File: config.mk
export PLATFORM = sky130hd
export DESIGN_NAME = sorted_priority_queue_flat
export DESIGN_NICKNAME = d
export VERILOG_FILES = /design/src/rtl/core/spq_pkg.sv /design/src/rtl/core/spq_if.sv /design/src/rtl/core/spq_cell.sv /design/src/rtl/core/sorted_priority_queue.sv /design/src/flat_wrapper.sv
export SDC_FILE = /design/constraint.sdc
export NUM_CORES = 2
export LEC_CHECK = 0
export CAP_MARGIN = 20
export CORE_MARGIN = 2
export CORE_UTILIZATION = 35
export DETAILED_ROUTE_END_ITERATION = 12
export DONT_BUFFER_PORTS = 1
export PLACE_DENSITY_LB_ADDON = 0.1
export SLEW_MARGIN = 10
export SYNTH_ARGS = -nofsm -noshare
export SYNTH_HDL_FRONTEND = slang
export SYNTH_SLANG_ARGS = --single-unit
export TNS_END_PERCENT = 10
File: constraint.sdc
create_clock -name clk_i -period 9.17 [get_ports clk_i]
set_clock_uncertainty 0.05 [all_clocks]
set_input_delay 1.3755 -clock clk_i [delete_from_list [all_inputs] [get_ports clk_i]]
set_output_delay 1.3755 -clock clk_i [all_outputs]
set_load 0.02 [all_outputs]
File: src/rtl/core/spq_pkg.sv
`default_nettype none
// ----------------------------------------------------------------------------
// spq_pkg
// Types and constants shared by the sorted priority queue, its cells and
// its channel interfaces.
// ----------------------------------------------------------------------------
package spq_pkg;

  localparam int unsigned ACT_W = 2;
  localparam int unsigned VAL_W = 32;
  localparam int unsigned PRI_W = 32;
  localparam int unsigned STS_W = 3;
  localparam int unsigned OCC_W = 5;

  typedef enum logic [ACT_W-1:0] {
    ACT_ENQ  = 2'd0,
    ACT_DEQ  = 2'd1,
    ACT_LIST = 2'd2
  } action_e;

  typedef enum logic [STS_W-1:0] {
    ST_ENQ   = 3'd0,
    ST_OVF   = 3'd1,
    ST_DEQ   = 3'd2,
    ST_UNF   = 3'd3,
    ST_LIST  = 3'd4,
    ST_EMPTY = 3'd5
  } status_e;

  // operation broadcast to every cell of the chain
  typedef enum logic [1:0] {
    OP_HOLD = 2'd0,
    OP_INS  = 2'd1,
    OP_POP  = 2'd2,
    OP_ROT  = 2'd3
  } cell_op_e;

  typedef struct packed {
    logic                    valid;
    logic signed [VAL_W-1:0] value;
    logic signed [PRI_W-1:0] prio;
  } entry_t;

  typedef struct packed {
    cell_op_e                op;
    logic signed [VAL_W-1:0] value;
    logic signed [PRI_W-1:0] prio;
  } cell_ctrl_t;

endpackage
`default_nettype wire

File: src/rtl/core/spq_if.sv
`default_nettype none
// ----------------------------------------------------------------------------
// spq channel interfaces
// Valid/ready channels carrying request items into and result items out of
// the sorted priority queue.
// ----------------------------------------------------------------------------
interface spq_in_if
  import spq_pkg::*;
();
  logic                    valid;
  logic                    ready;
  logic [ACT_W-1:0]        action;
  logic signed [VAL_W-1:0] item_value;
  logic signed [PRI_W-1:0] item_priority;

  modport source (output valid, action, item_value, item_priority, input ready);
  modport sink   (input valid, action, item_value, item_priority, output ready);
endinterface

interface spq_out_if
  import spq_pkg::*;
();
  logic                    valid;
  logic                    ready;
  logic [STS_W-1:0]        status;
  logic signed [VAL_W-1:0] out_value;
  logic signed [PRI_W-1:0] out_priority;
  logic [OCC_W-1:0]        occupancy;
  logic                    last;

  modport source (output valid, status, out_value, out_priority, occupancy, last,
                  input ready);
  modport sink   (input valid, status, out_value, out_priority, occupancy, last,
                  output ready);
endinterface
`default_nettype wire

File: src/rtl/core/spq_cell.sv
`default_nettype none
// ----------------------------------------------------------------------------
// spq_cell
// One slot of the sorted chain: holds an entry and updates it from the new
// item, its upper neighbour, its lower neighbour or the head.
// ----------------------------------------------------------------------------
module spq_cell
  import spq_pkg::*;
(
  input  wire logic       clk_i,
  input  wire logic       rst_ni,
  input  wire cell_ctrl_t ctrl_i,
  input  wire entry_t     prev_i,
  input  wire logic       prev_ge_i,
  input  wire entry_t     next_i,
  input  wire entry_t     head_i,
  output entry_t          entry_o,
  output logic            ge_o
);

  entry_t entry_q, entry_d;

  // entry stays ahead of the new item: priority greater or equal
  assign ge_o = entry_q.valid && (entry_q.prio >= ctrl_i.prio);

  always_comb begin
    entry_d = entry_q;
    case (ctrl_i.op)
      OP_INS: begin
        if (!ge_o) begin
          if (prev_ge_i) begin
            entry_d.valid = 1'b1;
            entry_d.value = ctrl_i.value;
            entry_d.prio  = ctrl_i.prio;
          end else begin
            entry_d = prev_i;
          end
        end
      end
      OP_POP: entry_d = next_i;
      OP_ROT: begin
        // tail wraps round to the head
        if (entry_q.valid) begin
          entry_d = next_i.valid ? next_i : head_i;
        end
      end
      default: entry_d = entry_q;
    endcase
  end

  always_ff @(posedge clk_i or negedge rst_ni) begin
    if (!rst_ni) begin
      entry_q <= '0;
    end else begin
      entry_q <= entry_d;
    end
  end

  assign entry_o = entry_q;

endmodule
`default_nettype wire

File: src/rtl/core/sorted_priority_queue.sv
`default_nettype none
// ----------------------------------------------------------------------------
// sorted_priority_queue
// Bounded priority queue kept sorted in a chain of cells, descending
// priority, first in first out among equal priorities.
// ----------------------------------------------------------------------------
// usage
//   in_i  : request items (action, item_value, item_priority); action 0
//           enqueues, 1 dequeues, 2 lists, 3 is taken and dropped silently
//   out_o : result items (status, out_value, out_priority, occupancy, last)
//   the result sits in the output register the cycle after the request is
//   taken, and a new request is taken in the same cycle as the previous
//   result leaves, so a steady stream of enqueues and dequeues runs at one
//   item per cycle while the receiver does not stall
//   a list of n entries gives n results, one per cycle while the receiver
//   does not stall, the chain rotating by one cell per result; requests are
//   held off until the final listed result is in the output register
//   the insertion compare is done in parallel by every cell against the
//   broadcast priority, so the rate does not depend on DEPTH
//   reset empties the queue at once (every cell entry is cleared) and drops
//   any pending result; no clearing sweep is needed
//   a stalled receiver freezes the output register and, through ready,
//   the request side
// ----------------------------------------------------------------------------
module sorted_priority_queue
  import spq_pkg::*;
#(
  parameter int unsigned DEPTH = 16
) (
  input  wire logic  clk_i,
  input  wire logic  rst_ni,
  spq_in_if.sink     in_i,
  spq_out_if.source  out_o
);

  localparam int unsigned CNT_W = $clog2(DEPTH + 1);

  // chain of cells
  entry_t     cell_entry [DEPTH];
  logic       cell_ge    [DEPTH];
  cell_ctrl_t ctrl;

  // bookkeeping
  logic [CNT_W-1:0] count_q, count_d;
  logic [CNT_W-1:0] list_rem_q, list_rem_d;
  logic             list_busy;
  logic             slot_free;
  logic             in_acc;

  // output register
  logic                    out_valid_q, out_valid_d;
  logic                    out_load;
  status_e                 sts_d;
  logic signed [VAL_W-1:0] val_d;
  logic signed [PRI_W-1:0] pri_d;
  logic                    last_d;
  logic [STS_W-1:0]        sts_q;
  logic signed [VAL_W-1:0] val_q;
  logic signed [PRI_W-1:0] pri_q;
  logic [OCC_W-1:0]        occ_q;
  logic                    last_q;

  assign list_busy  = (list_rem_q != '0);
  assign slot_free  = !out_valid_q || out_o.ready;
  assign in_i.ready = !list_busy && slot_free;
  assign in_acc     = in_i.valid && in_i.ready;

  // request decode and list sequencing
  always_comb begin
    ctrl.op    = OP_HOLD;
    ctrl.value = in_i.item_value;
    ctrl.prio  = in_i.item_priority;
    count_d    = count_q;
    list_rem_d = list_rem_q;
    out_load   = 1'b0;
    sts_d      = ST_ENQ;
    val_d      = '0;
    pri_d      = '0;
    last_d     = 1'b1;
    if (in_acc) begin
      case (in_i.action)
        ACT_ENQ: begin
          out_load = 1'b1;
          if (count_q == CNT_W'(DEPTH)) begin
            sts_d = ST_OVF;
          end else begin
            ctrl.op = OP_INS;
            count_d = count_q + 1'b1;
            sts_d   = ST_ENQ;
          end
        end
        ACT_DEQ: begin
          out_load = 1'b1;
          if (count_q == '0) begin
            sts_d = ST_UNF;
          end else begin
            ctrl.op = OP_POP;
            count_d = count_q - 1'b1;
            sts_d   = ST_DEQ;
            val_d   = cell_entry[0].value;
            pri_d   = cell_entry[0].prio;
          end
        end
        ACT_LIST: begin
          out_load = 1'b1;
          if (count_q == '0) begin
            sts_d = ST_EMPTY;
          end else begin
            ctrl.op    = OP_ROT;
            list_rem_d = count_q - 1'b1;
            sts_d      = ST_LIST;
            val_d      = cell_entry[0].value;
            pri_d      = cell_entry[0].prio;
            last_d     = (count_q == CNT_W'(1));
          end
        end
        default: out_load = 1'b0;
      endcase
    end else if (list_busy && slot_free) begin
      // remaining listed entries, head of the rotating chain for each result
      out_load   = 1'b1;
      ctrl.op    = OP_ROT;
      list_rem_d = list_rem_q - 1'b1;
      sts_d      = ST_LIST;
      val_d      = cell_entry[0].value;
      pri_d      = cell_entry[0].prio;
      last_d     = (list_rem_q == CNT_W'(1));
    end
  end

  // the chain: cell 0 is the head
  for (genvar i = 0; i < DEPTH; i++) begin : g_cell
    entry_t prev_e, next_e;
    logic   prev_ge;

    if (i == 0) begin : g_head
      assign prev_e  = '0;
      assign prev_ge = 1'b1;
    end else begin : g_body
      assign prev_e  = cell_entry[i-1];
      assign prev_ge = cell_ge[i-1];
    end

    if (i == DEPTH - 1) begin : g_tail
      assign next_e = '0;
    end else begin : g_inner
      assign next_e = cell_entry[i+1];
    end

    spq_cell u_cell (
      .clk_i     (clk_i),
      .rst_ni    (rst_ni),
      .ctrl_i    (ctrl),
      .prev_i    (prev_e),
      .prev_ge_i (prev_ge),
      .next_i    (next_e),
      .head_i    (cell_entry[0]),
      .entry_o   (cell_entry[i]),
      .ge_o      (cell_ge[i])
    );
  end

  // result handshake
  always_comb begin
    if (out_load) begin
      out_valid_d = 1'b1;
    end else if (out_o.ready) begin
      out_valid_d = 1'b0;
    end else begin
      out_valid_d = out_valid_q;
    end
  end

  always_ff @(posedge clk_i or negedge rst_ni) begin
    if (!rst_ni) begin
      count_q     <= '0;
      list_rem_q  <= '0;
      out_valid_q <= 1'b0;
    end else begin
      count_q     <= count_d;
      list_rem_q  <= list_rem_d;
      out_valid_q <= out_valid_d;
    end
  end

  // payload needs no reset
  always_ff @(posedge clk_i) begin
    if (out_load) begin
      sts_q  <= sts_d;
      val_q  <= val_d;
      pri_q  <= pri_d;
      occ_q  <= OCC_W'(count_d);
      last_q <= last_d;
    end
  end

  assign out_o.valid        = out_valid_q;
  assign out_o.status       = sts_q;
  assign out_o.out_value    = val_q;
  assign out_o.out_priority = pri_q;
  assign out_o.occupancy    = occ_q;
  assign out_o.last         = last_q;

endmodule
`default_nettype wire

File: src/flat_wrapper.sv
// flat-port wrapper written by rule: the top's interface ports become plain ports
module sorted_priority_queue_flat import spq_pkg::*;
#(
  parameter int unsigned DEPTH = 16
)
  (clk_i, rst_ni, in_i_valid, in_i_action, in_i_item_value, in_i_item_priority, in_i_ready, out_o_valid, out_o_status, out_o_out_value, out_o_out_priority, out_o_occupancy, out_o_last, out_o_ready);
  spq_in_if in_i_i ();
  spq_out_if out_o_i ();
  input  wire logic clk_i;
  input  wire logic rst_ni;
  input wire logic [$bits(in_i_i.valid)-1:0] in_i_valid;
  input wire logic [$bits(in_i_i.action)-1:0] in_i_action;
  input wire logic [$bits(in_i_i.item_value)-1:0] in_i_item_value;
  input wire logic [$bits(in_i_i.item_priority)-1:0] in_i_item_priority;
  output wire logic [$bits(in_i_i.ready)-1:0] in_i_ready;
  output wire logic [$bits(out_o_i.valid)-1:0] out_o_valid;
  output wire logic [$bits(out_o_i.status)-1:0] out_o_status;
  output wire logic [$bits(out_o_i.out_value)-1:0] out_o_out_value;
  output wire logic [$bits(out_o_i.out_priority)-1:0] out_o_out_priority;
  output wire logic [$bits(out_o_i.occupancy)-1:0] out_o_occupancy;
  output wire logic [$bits(out_o_i.last)-1:0] out_o_last;
  input wire logic [$bits(out_o_i.ready)-1:0] out_o_ready;
  assign in_i_i.valid = in_i_valid;
  assign in_i_i.action = in_i_action;
  assign in_i_i.item_value = in_i_item_value;
  assign in_i_i.item_priority = in_i_item_priority;
  assign in_i_ready = in_i_i.ready;
  assign out_o_valid = out_o_i.valid;
  assign out_o_status = out_o_i.status;
  assign out_o_out_value = out_o_i.out_value;
  assign out_o_out_priority = out_o_i.out_priority;
  assign out_o_occupancy = out_o_i.occupancy;
  assign out_o_last = out_o_i.last;
  assign out_o_i.ready = out_o_ready;
  sorted_priority_queue #(.DEPTH(DEPTH)) u_core (.clk_i(clk_i), .rst_ni(rst_ni), .in_i(in_i_i), .out_o(out_o_i));
endmodule
==> impl_metrics.yaml <==
run_status:
  run_status: "completed"
worst_setup_path:
  data_arrival_time_of_the_worst_path_ns: 6.87
  cp_data_required_time_ns: 9.88
  crit_fanout: 33
  reg2reg_slack_ns: 3.66
  worst_setup_path_start_kind: "primary input"
  worstSetupEndpointType: "register"
  setup.worst_path.class: "primary input to register"
cts:
  clk_path_buf_depth: 3
  path_clk_slew_ns: 0.06
  cts_hold_buf: 0
  cts_tree: "done"
  cts_made_buffers: 151
  post_cts.repair.setup_buffers: 0
  ctsHtreeMaxLevel: 4
  cts_resized: 0
  clkLatencyLatePin_ns: 0.86
  cts_root_buf: "sky130_fd_sc_hd__clkbuf_16"
  cts.sink_count: 1124
die:
  die_area_um2: 223000
  design.portCount: 145
  fp.dieW_um: 472
  initial_utilization: 0.353
  design.core.area_um2: 217000
  placement_rows: 171
  die_y_um: 472
synth:
  synth.cell_area_um2: 76700
  yosysSeqAreaShare: 0.372
  postSynthRegisterBits: 1124
  synth_largest_area_cell: "sky130_fd_sc_hd__dfrtp_1"
  netlist_instances: 9019
  syn-mean-instance-area_um2: 8.50
  ys.flop_type: "sky130_fd_sc_hd__dfrtp_1"
  synth_top_cells_by_area: "sky130_fd_sc_hd__dfrtp_1 34%, sky130_fd_sc_hd__ha_1 8.5%, sky130_fd_sc_hd__a21oi_1 6.8%, sky130_fd_sc_hd__a31oi_1 6.7%, sky130_fd_sc_hd__nor2_1 6.5%"
  synth.net_count: 9611
  synth_most_common_cell: "sky130_fd_sc_hd__nor2_1"
  number_of_flops_mapped_to_enable_cells_by_yosys: 73
  ys.warnings.count: 0
  post-synth-top-area-fraction: 0.343
  synthDistinctLibCells: 97
  netlist_top_cells_count: "1326 x sky130_fd_sc_hd__nor2_1, 1051 x sky130_fd_sc_hd__dfrtp_1, 1048 x sky130_fd_sc_hd__a21oi_1"
  ys_async_sr_fraction: 0.935
pwr:
  switching_power_mw: 21.1
  power_leakage_nw: 33.3
  p_int_mw: 18.6
  p_sw_frac: 0.532
  power_density_nw_per_um2: 473
  fraction_of_power_consumed_by_sequential_logic: 0.290
  pwr-share-clk: 0.158
  max-vdd-ir-drop_mv: 0.542
  share_comb_of_total_power: 0.552
sta:
  final_period_minus_worst_setup_slack_ns: 6.16
  maxSlewViolCount: 0
  max_freq_ghz: 0.162
  max_slew.worst_pin.slew_ns: 1.25
  slew_headroom: 0.165
  final_min_period_over_clock_period: 0.672
  rsz0062_at_grt: "false"
  finalHoldViolations: 0
  layout_setup_ws_ns: 3.01
  setup_viol: 0
  fin_setup_tns_ns: 0
placement:
  post-place-ws_ns: 2.32
  portBuffers: 0
  hpwl_after_detailed_placement_um: 243000
  gpl.final_weighted_congestion: 0.978
route:
  post_drt_via_cell_ratio: 6.73
  met2_length_um: 177000
  via_count: 77061
  first_pass_iters: 9
  dr.first_iter.drc_count: 10969
  detail_route.drc_violations: 0
  top_layer_in_use: "met5"
  wl_met3_um: 39700
  met1Wirelength_um: 169000
  wl_per_cell_um: 35.4
  drtAntennaViolNets: 0
  wirelength_um: 405000
layout:
  synthToLayoutAreaGrowth_pct: 9.20
  drive_gt1_frac: 0.0747
  nets: 9044
  layout.core_utilization: 0.385
global_route:
  antenna_found_initial: 21
  grtUsageTotal: 0.352
  first_global_vias: 71764
  overflow: 0
  grt_start_max_net_pins: 224
  grt_pass1_wl_um: 569000
run:
  max-cap-violations: 0
min_path:
  worst_hold_path_type: "primary input to async pin"
-- layer usage --
metal / global-route usage / vias to the layer above
met3: 0.0825 / 969
met2: 0.536 / 4572
li1: - / 32884
met1: 0.476 / 38624
met5: 0 / -
met4: 0.150 / 12
-- worst max-delay path, stage by stage --
cell and delay [ns]:
sky130_fd_sc_hd__inv_1 0.62, sky130_fd_sc_hd__ha_1 0.37, sky130_fd_sc_hd__nor2b_1 0.13, sky130_fd_sc_hd__o211ai_1 0.19
sky130_fd_sc_hd__a21oi_1 0.20, sky130_fd_sc_hd__o311ai_2 0.83, sky130_fd_sc_hd__o211ai_1 0.31, sky130_fd_sc_hd__mux2i_4 0.28
sky130_fd_sc_hd__nand2b_4 0.49, sky130_fd_sc_hd__nand2_1 0.29, sky130_fd_sc_hd__o21a_4 0.74, sky130_fd_sc_hd__buf_4 0.71
sky130_fd_sc_hd__o22a_1 0.23
-- worst paths after layout --
path | start | to | depth (start not counted)
min in group clk_i | u_core.g_cell[15].u_cell.entry_o[62]$_DFFE_PN0P_ | u_core.g_cell[15].u_cell.entry_o[62]$_DFFE_PN0P_ | 1
worst min register to register | u_core.g_cell[15].u_cell.entry_o[62]$_DFFE_PN0P_ | u_core.g_cell[15].u_cell.entry_o[62]$_DFFE_PN0P_ | 1
worst min-delay path | rst_ni | u_core.g_cell[0].u_cell.entry_o[44]$_DFFE_PN0P_ | 0
worst max-delay path | in_i_item_priority[1] | u_core.g_cell[4].u_cell.entry_o[60]$_DFFE_PN0P_ | 13
max in group asynchronous | rst_ni | u_core.g_cell[2].u_cell.entry_o[15]$_DFFE_PN0P_ | 4
worst max register to register | u_core.g_cell[4].u_cell.entry_o[30]$_DFFE_PN0P_ | u_core.g_cell[5].u_cell.entry_o[62]$_DFFE_PN0P_ | 12
-- power by group through the flow --
| stage | combinational, mW | clock, mW | sequential [mW] |
|---|---|---|---|
| floorplan | 14.6 | 0 | 9.45 |
| global placement | 20.8 | 0 | 11.3 |
| detailed placement | 21.2 | 0 | 11.3 |
| CTS | 21.2 | 6.34 | 11.3 |
| global route | 23.3 | 6.53 | 11.7 |
| finish | 21.9 | 6.27 | 11.5 |
-- metrics by stage --
step                      hold slack [ns]  cell area (µm²)  instances  total power [mW]
after floorplan                     0.420            76700       9019              24.0
after global placement              0.441            78300      11140              32.2
after detailed placement            0.448            78500      11149              32.5
after CTS                           0.140            83600      11426              38.9
final                               0.190            83700      11442              39.6
after global routing                0.159            83700      11431              41.5
-- registers in the layout, indices dropped and copies added (netlist names), 3 cells and up --
register	flops
u_core.list_rem_q	5
u_core.out_o.occupancy	5
u_core.count_q	5
u_core.out_o.out_value	32
u_core.out_o.out_priority	32
u_core.out_o.status	3
u_core.g_cell.u_cell.entry_o	1040
-- logic make-up (layout without fill, tap and decap cells) --
family	Yosys count	count (layout)	synth area share
AO/OA/AOI/OAI	3649	3649	0.314
XOR/XNOR	3	3	0.000343
adder cells (fa/ha/maj)	522	522	0.0852
buffers and inverters	1000	557	0.0587
flip-flops	1124	1124	0.372
multiplexers	230	230	0.0318
other	0	12	0
AND/OR/NAND/NOR	2491	2491	0.139
-- placed cells by master, fill, tap and decap left out, types with 23 or more instances in the layout --
cell type,count
sky130_fd_sc_hd__nor2_1,1323
sky130_fd_sc_hd__a21oi_1,1048
sky130_fd_sc_hd__dfrtp_1,1048
sky130_fd_sc_hd__a31oi_1,814
sky130_fd_sc_hd__nand2_1,597
sky130_fd_sc_hd__ha_1,522
sky130_fd_sc_hd__a22oi_1,460
sky130_fd_sc_hd__o21ai_0,315
sky130_fd_sc_hd__a22o_1,227
sky130_fd_sc_hd__nand3_1,173
sky130_fd_sc_hd__buf_4,162
sky130_fd_sc_hd__a221oi_1,156
sky130_fd_sc_hd__clkbuf_16,155
sky130_fd_sc_hd__mux2i_1,130
sky130_fd_sc_hd__o22a_1,128
sky130_fd_sc_hd__mux2_2,98
sky130_fd_sc_hd__a311oi_1,98
sky130_fd_sc_hd__nand4_1,97
sky130_fd_sc_hd__inv_1,82
sky130_fd_sc_hd__nand2b_1,73
sky130_fd_sc_hd__edfxtp_1,73
sky130_fd_sc_hd__a221o_1,70
sky130_fd_sc_hd__and2_1,66
sky130_fd_sc_hd__o21ai_1,56
sky130_fd_sc_hd__nor2b_1,45
sky130_fd_sc_hd__a21o_1,40
sky130_fd_sc_hd__o21a_1,36
sky130_fd_sc_hd__clkbuf_8,35
sky130_fd_sc_hd__o2111ai_1,34
sky130_fd_sc_hd__clkbuf_1,33
sky130_fd_sc_hd__nor3_1,25
sky130_fd_sc_hd__a211oi_1,25
sky130_fd_sc_hd__clkinv_2,23
-- layout make-up --
cell class                 instances  area, µm²
sequential                      1124      28500
tap                             2854       3570
timing repair buffer             198       2010
clock inverter                    54        604
fill                           21884     134000
clock buffer                     223       4480
antenna                           12       30.0
inverter                          82        308
multi-input combinational       6895      44200
(Power assumes the default switching activity.)
